===== src/hdl/i2cbe_pkg.sv =====
// types, command codes and microcode layout for the i2c master bit engine
// no dependencies; used by every module under hdl
`default_nettype none

package i2cbe_pkg;

    // command codes carried in req_type
    localparam logic [2:0] REQ_START    = 3'd0;
    localparam logic [2:0] REQ_STOP     = 3'd1;
    localparam logic [2:0] REQ_SEND     = 3'd2;
    localparam logic [2:0] REQ_RECV     = 3'd3;
    localparam logic [2:0] REQ_SEND_ACK = 3'd4;
    localparam logic [2:0] REQ_RECV_ACK = 3'd5;

    // microcode store layout
    localparam int UADDR_W = 5;
    localparam logic [UADDR_W-1:0] UA_START    = 5'd0;
    localparam logic [UADDR_W-1:0] UA_STOP     = 5'd3;
    localparam logic [UADDR_W-1:0] UA_SEND_ACK = 5'd6;
    localparam logic [UADDR_W-1:0] UA_RECV_ACK = 5'd9;
    localparam logic [UADDR_W-1:0] UA_SEND     = 5'd12;
    localparam logic [UADDR_W-1:0] UA_RECV     = 5'd15;
    localparam logic [UADDR_W-1:0] UA_LAST     = 5'd17;

    localparam logic [2:0] BIT_CNT_DONE = 3'd7;

    typedef enum logic [1:0] {
        SDA_LO,
        SDA_HI,
        SDA_TX,
        SDA_ACK
    } sda_src_t;

    typedef enum logic [1:0] {
        RX_NONE,
        RX_BYTE,
        RX_ACK
    } rx_sel_t;

    // one control word per segment
    typedef struct packed {
        logic               scl;
        sda_src_t           sda_src;
        logic               drive;
        rx_sel_t            rx_sel;
        logic               last;
        logic               loop;
        logic [UADDR_W-1:0] target;
    } ucode_t;

    // sequencer to datapath controls
    typedef struct packed {
        logic   load;
        logic   shift;
        logic   emit;
        ucode_t word;
    } dp_ctl_t;

    typedef enum logic {
        SEQ_IDLE,
        SEQ_RUN
    } seq_state_t;

    function automatic logic req_known(input logic [2:0] req);
        logic ok;
        case (req)
            REQ_START, REQ_STOP, REQ_SEND, REQ_RECV, REQ_SEND_ACK, REQ_RECV_ACK: ok = 1'b1;
            default: ok = 1'b0;
        endcase
        return ok;
    endfunction

    function automatic logic [UADDR_W-1:0] req_entry(input logic [2:0] req);
        logic [UADDR_W-1:0] a;
        case (req)
            REQ_START:    a = UA_START;
            REQ_STOP:     a = UA_STOP;
            REQ_SEND:     a = UA_SEND;
            REQ_RECV:     a = UA_RECV;
            REQ_SEND_ACK: a = UA_SEND_ACK;
            REQ_RECV_ACK: a = UA_RECV_ACK;
            default:      a = UA_START;
        endcase
        return a;
    endfunction

endpackage

`default_nettype wire


===== src/hdl/i2cbe_rom.sv =====
// microcode store: one control word per line segment of every command
// depends on i2cbe_pkg
`default_nettype none

module i2cbe_rom (
    input  wire logic [i2cbe_pkg::UADDR_W-1:0] addr,
    output i2cbe_pkg::ucode_t                  word
);

    always_comb begin
        case (addr)
            // start: (1,1) (1,0) (0,0)
            5'd0:  word = '{1'b1, i2cbe_pkg::SDA_HI,  1'b1, i2cbe_pkg::RX_NONE, 1'b0, 1'b0, 5'd0};
            5'd1:  word = '{1'b1, i2cbe_pkg::SDA_LO,  1'b1, i2cbe_pkg::RX_NONE, 1'b0, 1'b0, 5'd0};
            5'd2:  word = '{1'b0, i2cbe_pkg::SDA_LO,  1'b1, i2cbe_pkg::RX_NONE, 1'b1, 1'b0, 5'd0};
            // stop: (0,0) (1,0) (1,1)
            5'd3:  word = '{1'b0, i2cbe_pkg::SDA_LO,  1'b1, i2cbe_pkg::RX_NONE, 1'b0, 1'b0, 5'd0};
            5'd4:  word = '{1'b1, i2cbe_pkg::SDA_LO,  1'b1, i2cbe_pkg::RX_NONE, 1'b0, 1'b0, 5'd0};
            5'd5:  word = '{1'b1, i2cbe_pkg::SDA_HI,  1'b1, i2cbe_pkg::RX_NONE, 1'b1, 1'b0, 5'd0};
            // send ack
            5'd6:  word = '{1'b0, i2cbe_pkg::SDA_ACK, 1'b1, i2cbe_pkg::RX_NONE, 1'b0, 1'b0, 5'd0};
            5'd7:  word = '{1'b1, i2cbe_pkg::SDA_ACK, 1'b1, i2cbe_pkg::RX_NONE, 1'b0, 1'b0, 5'd0};
            5'd8:  word = '{1'b0, i2cbe_pkg::SDA_ACK, 1'b1, i2cbe_pkg::RX_NONE, 1'b1, 1'b0, 5'd0};
            // receive ack, sda released
            5'd9:  word = '{1'b0, i2cbe_pkg::SDA_HI,  1'b0, i2cbe_pkg::RX_NONE, 1'b0, 1'b0, 5'd0};
            5'd10: word = '{1'b1, i2cbe_pkg::SDA_HI,  1'b0, i2cbe_pkg::RX_NONE, 1'b0, 1'b0, 5'd0};
            5'd11: word = '{1'b0, i2cbe_pkg::SDA_HI,  1'b0, i2cbe_pkg::RX_ACK,  1'b1, 1'b0, 5'd0};
            // send byte: bit loop, then low clock holding the last bit
            5'd12: word = '{1'b0, i2cbe_pkg::SDA_TX,  1'b1, i2cbe_pkg::RX_NONE, 1'b0, 1'b0, 5'd0};
            5'd13: word = '{1'b1, i2cbe_pkg::SDA_TX,  1'b1, i2cbe_pkg::RX_NONE, 1'b0, 1'b1,
                            i2cbe_pkg::UA_SEND};
            5'd14: word = '{1'b0, i2cbe_pkg::SDA_TX,  1'b1, i2cbe_pkg::RX_NONE, 1'b1, 1'b0, 5'd0};
            // receive byte
            5'd15: word = '{1'b0, i2cbe_pkg::SDA_HI,  1'b0, i2cbe_pkg::RX_NONE, 1'b0, 1'b0, 5'd0};
            5'd16: word = '{1'b1, i2cbe_pkg::SDA_HI,  1'b0, i2cbe_pkg::RX_NONE, 1'b0, 1'b1,
                            i2cbe_pkg::UA_RECV};
            5'd17: word = '{1'b0, i2cbe_pkg::SDA_HI,  1'b0, i2cbe_pkg::RX_BYTE, 1'b1, 1'b0, 5'd0};
            default: word = '{1'b0, i2cbe_pkg::SDA_HI, 1'b0, i2cbe_pkg::RX_NONE, 1'b1, 1'b0, 5'd0};
        endcase
    end

endmodule

`default_nettype wire


===== src/hdl/i2cbe_seq.sv =====
// sequencer: step counter, bit loop counter and segment hold timer
// depends on i2cbe_pkg; addresses i2cbe_rom
`default_nettype none

module i2cbe_seq (
    input  wire logic                           aclk,
    input  wire logic                           aresetn,
    input  wire logic                           cmd_valid,
    input  wire logic [2:0]                     cmd_req,
    input  wire logic [15:0]                    half_period,
    input  wire logic                           out_free,
    input  wire i2cbe_pkg::ucode_t              word,
    output logic [i2cbe_pkg::UADDR_W-1:0]       pc,
    output logic                                cmd_ready,
    output i2cbe_pkg::dp_ctl_t                  ctl
);

    i2cbe_pkg::seq_state_t              state_reg, state_next;
    logic [i2cbe_pkg::UADDR_W-1:0]      pc_reg, pc_next;
    logic [2:0]                         cnt_reg, cnt_next;
    logic [15:0]                        timer_reg, timer_next;

    always_ff @(posedge aclk) begin
        if (!aresetn) begin
            state_reg <= i2cbe_pkg::SEQ_IDLE;
            pc_reg    <= '0;
            cnt_reg   <= '0;
            timer_reg <= '0;
        end else begin
            state_reg <= state_next;
            pc_reg    <= pc_next;
            cnt_reg   <= cnt_next;
            timer_reg <= timer_next;
        end
    end

    always_comb begin
        state_next = state_reg;
        pc_next    = pc_reg;
        cnt_next   = cnt_reg;
        timer_next = timer_reg;
        ctl        = '0;
        ctl.word   = word;
        case (state_reg)
            i2cbe_pkg::SEQ_IDLE: begin
                // unknown commands are taken and dropped
                if (cmd_valid && i2cbe_pkg::req_known(cmd_req)) begin
                    ctl.load   = 1'b1;
                    pc_next    = i2cbe_pkg::req_entry(cmd_req);
                    cnt_next   = '0;
                    timer_next = half_period;
                    state_next = i2cbe_pkg::SEQ_RUN;
                end
            end
            i2cbe_pkg::SEQ_RUN: begin
                if (timer_reg > 16'd1) begin
                    timer_next = timer_reg - 16'd1;
                end else if (out_free) begin
                    ctl.emit   = 1'b1;
                    timer_next = half_period;
                    if (word.last) begin
                        state_next = i2cbe_pkg::SEQ_IDLE;
                    end else if (word.loop && cnt_reg != i2cbe_pkg::BIT_CNT_DONE) begin
                        pc_next   = word.target;
                        cnt_next  = cnt_reg + 3'd1;
                        ctl.shift = 1'b1;
                    end else begin
                        pc_next = pc_reg + 1'b1;
                    end
                end
            end
            default: state_next = i2cbe_pkg::SEQ_IDLE;
        endcase
    end

    assign pc        = pc_reg;
    assign cmd_ready = (state_reg == i2cbe_pkg::SEQ_IDLE);

    a_emit_needs_slot: assert property (@(posedge aclk) disable iff (!aresetn)
        ctl.emit |-> out_free)
        else $error("segment emitted into a full output register");

    a_pc_in_range: assert property (@(posedge aclk) disable iff (!aresetn)
        state_reg == i2cbe_pkg::SEQ_RUN |-> pc_reg <= i2cbe_pkg::UA_LAST)
        else $error("step counter left the microcode store");

    a_load_clears_cnt: assert property (@(posedge aclk) disable iff (!aresetn)
        ctl.load |=> (cnt_reg == 3'd0 && state_reg == i2cbe_pkg::SEQ_RUN))
        else $error("command start did not clear the bit counter");

    a_shift_only_looping: assert property (@(posedge aclk) disable iff (!aresetn)
        ctl.shift |-> (word.loop && ctl.emit))
        else $error("shift outside a bit loop step");

endmodule

`default_nettype wire


===== src/hdl/i2cbe_datapath.sv =====
// datapath: command operand registers, sda select and the result register
// depends on i2cbe_pkg; driven by i2cbe_seq
`default_nettype none

module i2cbe_datapath (
    input  wire logic         aclk,
    input  wire logic         aresetn,
    input  wire i2cbe_pkg::dp_ctl_t ctl,
    input  wire logic [7:0]   tx_byte,
    input  wire logic         ack_level,
    input  wire logic [7:0]   sda_samples,
    input  wire logic         m_tready,
    output logic              out_free,
    output logic              m_tvalid,
    output logic [15:0]       m_tdata,
    output logic              m_tlast
);

    logic [7:0]  tx_reg;
    logic [7:0]  smp_reg;
    logic        ack_reg;
    logic        m_tvalid_reg;
    logic [11:0] m_data_reg;
    logic        m_last_reg;
    logic        sda_bit;
    logic [7:0]  rx_byte;
    logic        rx_ack;

    always_ff @(posedge aclk) begin
        if (ctl.load) begin
            tx_reg  <= tx_byte;
            smp_reg <= sda_samples;
            ack_reg <= ack_level;
        end else if (ctl.shift) begin
            tx_reg <= {tx_reg[6:0], 1'b0};
        end
    end

    always_comb begin
        case (ctl.word.sda_src)
            i2cbe_pkg::SDA_LO:  sda_bit = 1'b0;
            i2cbe_pkg::SDA_HI:  sda_bit = 1'b1;
            i2cbe_pkg::SDA_TX:  sda_bit = tx_reg[7];
            i2cbe_pkg::SDA_ACK: sda_bit = ack_reg;
            default:            sda_bit = 1'b1;
        endcase
        // released sda reads back as the pulled-up level
        if (!ctl.word.drive) begin
            sda_bit = 1'b1;
        end
        rx_byte = (ctl.word.rx_sel == i2cbe_pkg::RX_BYTE) ? smp_reg : 8'h00;
        rx_ack  = (ctl.word.rx_sel == i2cbe_pkg::RX_ACK) ? smp_reg[7] : 1'b0;
    end

    always_ff @(posedge aclk) begin
        if (!aresetn) begin
            m_tvalid_reg <= 1'b0;
        end else if (ctl.emit) begin
            m_tvalid_reg <= 1'b1;
        end else if (m_tready) begin
            m_tvalid_reg <= 1'b0;
        end
    end

    always_ff @(posedge aclk) begin
        if (ctl.emit) begin
            m_data_reg <= {rx_ack, rx_byte, ctl.word.drive, sda_bit, ctl.word.scl};
            m_last_reg <= ctl.word.last;
        end
    end

    assign out_free = !m_tvalid_reg || m_tready;
    assign m_tvalid = m_tvalid_reg;
    assign m_tdata  = {4'b0000, m_data_reg};
    assign m_tlast  = m_last_reg;

endmodule

`default_nettype wire


===== src/hdl/i2c_master_bit_engine.sv =====
// top level of the i2c master bit engine: config register, sequencer, microcode, datapath
// depends on i2cbe_pkg, i2cbe_rom, i2cbe_seq, i2cbe_datapath
`default_nettype none

// Each input beat is one bus command (start, stop, send byte, receive byte, send ack,
// receive ack) and comes out as a run of line segment beats giving scl, sda and the sda
// drive enable; the final beat of a run has tlast set and carries the received byte or
// ack. A microcode sequencer steps through one control word per segment and holds each
// segment for a time set by half_period_cycles (a value of 0 behaves as 1), counted by the
// segment hold timer, and longer while the output register is full; a command takes 3
// segments (start, stop, acks) or 17 segments (bytes). One command is worked at a time:
// s_tready is high only while the sequencer is idle, but the last segment may still wait
// in the output register while the next command is taken. Codes 6 and 7 are taken and
// dropped with no beats. Write cfg_wr_data with cfg_wr_en only while no command is in
// flight.
module i2c_master_bit_engine (
    input  wire logic        aclk,
    input  wire logic        aresetn,
    // configuration: half_period_cycles
    input  wire logic        cfg_wr_en,
    input  wire logic [15:0] cfg_wr_data,
    // command channel
    input  wire logic        s_tvalid,
    output logic             s_tready,
    // s_tuser fields from bit 0: req_type[2:0]
    input  wire logic [2:0]  s_tuser,
    // s_tdata fields from bit 0: tx_byte[7:0], ack_level[8], sda_samples[16:9],
    // zero pad[23:17]
    input  wire logic [23:0] s_tdata,
    // segment channel
    output logic             m_tvalid,
    input  wire logic        m_tready,
    // m_tdata fields from bit 0: scl_level[0], sda_level[1], sda_drive[2],
    // rx_byte[10:3], rx_ack[11], zero pad[15:12]
    output logic [15:0]      m_tdata,
    // last_segment
    output logic             m_tlast
);

    logic [15:0]                   half_period_reg;
    logic [i2cbe_pkg::UADDR_W-1:0] pc;
    i2cbe_pkg::ucode_t             word;
    i2cbe_pkg::dp_ctl_t            ctl;
    logic                          out_free;
    logic                          cmd_ready;

    // segment hold length, reset to 500
    always_ff @(posedge aclk) begin
        if (!aresetn) begin
            half_period_reg <= 16'd500;
        end else if (cfg_wr_en) begin
            half_period_reg <= cfg_wr_data;
        end
    end

    i2cbe_rom u_rom (
        .addr (pc),
        .word (word)
    );

    i2cbe_seq u_seq (
        .aclk        (aclk),
        .aresetn     (aresetn),
        .cmd_valid   (s_tvalid),
        .cmd_req     (s_tuser),
        .half_period (half_period_reg),
        .out_free    (out_free),
        .word        (word),
        .pc          (pc),
        .cmd_ready   (cmd_ready),
        .ctl         (ctl)
    );

    i2cbe_datapath u_dp (
        .aclk        (aclk),
        .aresetn     (aresetn),
        .ctl         (ctl),
        .tx_byte     (s_tdata[7:0]),
        .ack_level   (s_tdata[8]),
        .sda_samples (s_tdata[16:9]),
        .m_tready    (m_tready),
        .out_free    (out_free),
        .m_tvalid    (m_tvalid),
        .m_tdata     (m_tdata),
        .m_tlast     (m_tlast)
    );

    assign s_tready = cmd_ready;

endmodule

`default_nettype wire

===== config.mk =====
export PLATFORM = sky130hd
export DESIGN_NAME = i2c_master_bit_engine
export DESIGN_NICKNAME = d
export VERILOG_FILES = /design/src/hdl/i2cbe_pkg.sv /design/src/hdl/i2cbe_rom.sv /design/src/hdl/i2cbe_seq.sv /design/src/hdl/i2cbe_datapath.sv /design/src/hdl/i2c_master_bit_engine.sv
export SDC_FILE = /design/constraint.sdc
export NUM_CORES = 1
export LEC_CHECK = 0
export BUFFER_PORTS_ARGS = -buffer_cell sky130_fd_sc_hd__buf_2
export CORE_MARGIN = 2
export CORE_UTILIZATION = 50
export DETAILED_ROUTE_END_ITERATION = 10
export GPL_TIMING_DRIVEN = 0
export HOLD_SLACK_MARGIN = 0.06
export PLACE_DENSITY_LB_ADDON = 0.15
export SYNTH_ARGS = -nofsm -noshare
export SYNTH_HDL_FRONTEND = slang
export SYNTH_SLANG_ARGS = --single-unit
export TNS_END_PERCENT = 1

===== constraint.sdc =====
create_clock -name aclk -period 4.4 [get_ports aclk]
set_clock_uncertainty 0.15 [all_clocks]
set_input_delay 0.22 -clock aclk [delete_from_list [all_inputs] [get_ports aclk]]
set_output_delay 0.22 -clock aclk [all_outputs]
set_load 0.02 [all_outputs]

==> out/qor.txt <==
Slew Viols, Final: 0
ANT cells: 0
Detailed Place HPWL: 5860 µm
Average wire per standard cell: 14.3 µm
Crit Path Class: flop to flop
Post-Layout Cell Count: 595
CP max stage cell: inv_1
Final hold vios: 0
P per Cell Area: 362 mW/mm²
Vias: 3,147
CTS Buf Count: 9
Total track usage: 21.1%
Critical path depth: 11
Synth cell types: 62
Critical path arrival: 3.88 ns
Placed instance area: 0.00425 mm²
Area delta synth->final: 24.7%
Hold crit path type: input port to flop
Slew margin rel.: 49.4%
First-pass GRT wire length: 14,100 µm
Worst-path clk slew: 0.09 ns
Yosys reg bits: 81
Clock Sinks: 81
Layout fillers: 620
Worst path bufs/invs: 3
Warning count from the yosys run: 0
Root buffer cell: clkbuf_8
Number of enable flip-flop cells after synthesis: 30
Multi-input gate area: 0.00178 mm²
Tightest Pin Transition: 0.759 ns
Routed wire length: 8530 µm
Hold Slack: 0.0881 ns
Inst Count DP: 545
Layout cells sized above 1: 19.6%
Full die area: 0.00840 mm²
Final setup viols: 0
CTS max path bufs: 2
CTS tree: yes
RR Endpoint: u_rom.word[6]
Port bufs: 54
Achievable Freq: 264 MHz
Fin crit share: 86.1%
DRC Markers: 0
Prevailing post-synth register cell: dfxtp_1
Cell Chain, Critical Path: clkinv_1, nand3_1, inv_1, nor2_2, mux2i_1, nor2_1, inv_1, ha_1, or3_1, a211o_1, o311a_1
Worst r2r src: u_seq.state_reg
Hold path endpoint: u_seq.state_reg
Min cycle time layout: 3.79 ns
Sequential fraction of the synthesis area: 50.0%
Initial antenna violation count: 0
IO Pins: 67
Initial DRT Pass Iterations: 4
Worst reg2reg setup slack: 0.61 ns
Vias/cell: 5.29
Critical path fanouts, max: 15
Peak supply drop: 0.161 mV
HP Start: s_tvalid
Register-to-Register Path Depth: 11
Crit. End Element: flop
CP peak stage delay: 0.42 ns
Vias in the first global route: 3,070
Core box area: 0.00733 mm²
Crit path top cell by count: inv_1
Max-Cap Viols: 0
Data required, critical path: 4.49 ns
Post-DRT Antenna Nets: 0
Hold path cells: 5
RSZ-0062 raised after global routing: no
GRT overflow: 0
Synth Cell Area: 0.00384 mm²
FF+latch area: 0.00192 mm²
Status: finished, final reports clean
GPL Wtd Cong: 0.879
Asr flop ratio synth: 0%
Worst skew pair latency: 0.36 ns
Setup Fix Bufs, Post-CTS: 0
CTS H-Tree Depth: 3
Setup TNS: 0 ns
Final #Nets: 551
Mapped Cells: 389
Initial DRC count: 166
P_leak: 1.95 nW
Worst setup SP type: flop
Initial core utilization: 52.4%
Crit path max-delay family: simple AND/OR/NAND/NOR gates
Final Cell Area: 0.00479 mm²
Die width: 91.7 µm
Largest net degree at the start of global routing: 16
Die span in y: 91.7 µm
Mapped Avg Cell Area: 9.88 µm²
# rows: 31
==> repair_timing <==
item | in CTS | in global routing
hold buffers | 34 | 0
setup endpoints to repair | 0 | 0
endpoints found under the hold margin | 34 | 0
gates resized for setup | 0 | 0
==> per-stage QoR <==
step	total power [W]	util, %	worst slack [ns]
final	0.00174	65.4	0.613
after CTS	0.00174	65.4	0.613
after global placement	0.00117	58.0	0.691
after floorplan	0.00109	-	1.12
after detailed placement	0.00118	58.0	0.637
after global routing	0.00182	65.4	0.388
==> cell families after synthesis <==
kind of cell	share of synthesized area [%]
compound gates	14.2
simple gates	20.1
flops	50.0
xor+xnor	0.456
buf+inv	3.94
mux	7.26
fa+ha+maj	3.91
other cells	0.0976
==> metal layers <==
layer,share of wire (%),vias to the layer above,global-route usage [%]
met5,0,-,0
met4,1.3,0,7.95
met3,5.7,11,3.78
met2,44,92,33.8
met1,49,1444,28.4
li1,-,1600,-
==> synthesized netlist by cell type, types with 3 or more instances <==
cell	count	share of area [%]
o21ai_0	26	3.4
mux2i_1	20	5.2
edfxtp_1	30	23
nand3_1	11	1.4
buf_4	4	0.78
a31oi_1	4	0.65
nand2b_1	3	0.49
a21oi_1	21	2.7
and2_1	13	2.1
nor2b_1	4	0.65
dfxtp_1	51	27
clkbuf_1	11	1.1
a211oi_1	5	0.98
o22ai_1	3	0.49
ha_1	12	3.9
inv_1	15	1.5
nor2_1	47	4.6
a22oi_1	6	1.2
nand2_1	28	2.7
mux2_2	7	2.1
nor4_1	3	0.49
nor3_1	11	1.4
and3b_1	3	0.68
==> layout make-up <==
| type | instances | share of cell area [%] |
|---|---|---|
| clock inverter | 7 | 1.67 |
| sequential | 81 | 40.1 |
| timing repair buffer | 88 | 12.7 |
| multi-input combinational | 277 | 37.2 |
| inverter | 16 | 1.25 |
| buffer | 18 | 1.91 |
| clock buffer | 9 | 2.58 |
| tap | 99 | 2.58 |
==> worst min-delay path, stage by stage <==
cell and delay (ns):
buf_2 0.10, nand2_1 0.05, nand2_1 0.07, nand2_1 0.07
a21oi_1 0.03
==> placed cells by master (no fill, tap or decap), types with 3 or more instances in the layout <==
master          n
buf_2          55
dfxtp_1        51
nor2_1         47
dlygate4sd3_1  34
edfxtp_1       30
nand2_1        28
o21ai_0        26
a21oi_1        21
mux2i_1        20
inv_1          15
and2_1         13
ha_1           12
clkbuf_1       11
nand3_1        11
nor3_1         11
clkbuf_8        9
mux2_2          7
a22oi_1         6
a211oi_1        5
nor2b_1         4
a31oi_1         4
buf_4           4
conb_1          4
nand2b_1        3
nor4_1          3
and3b_1         3
o22ai_1         3
clkinv_4        3
==> where the power goes <==
part           internal (W)  switching [W]  total, W  leakage (nW)
combinational      0.000139       0.000182  0.000321          1.17
clock              0.000267       0.000283  0.000549        0.0960
sequential         0.000829      0.0000372  0.000867         0.682
total               0.00124       0.000501   0.00174          1.95
==> worst max path at each step <==
stage / from / end
finish: u_seq.state_reg / u_rom.word[6]
global route: u_seq.state_reg / u_rom.word[6]
CTS: u_seq.state_reg / u_rom.word[6]
detailed placement: u_seq.state_reg / u_rom.word[6]
global placement: u_seq.state_reg / u_rom.word[6]
floorplan: u_seq.timer_reg[8] / u_rom.word[6]
Power figures use the tool's default switching activity.
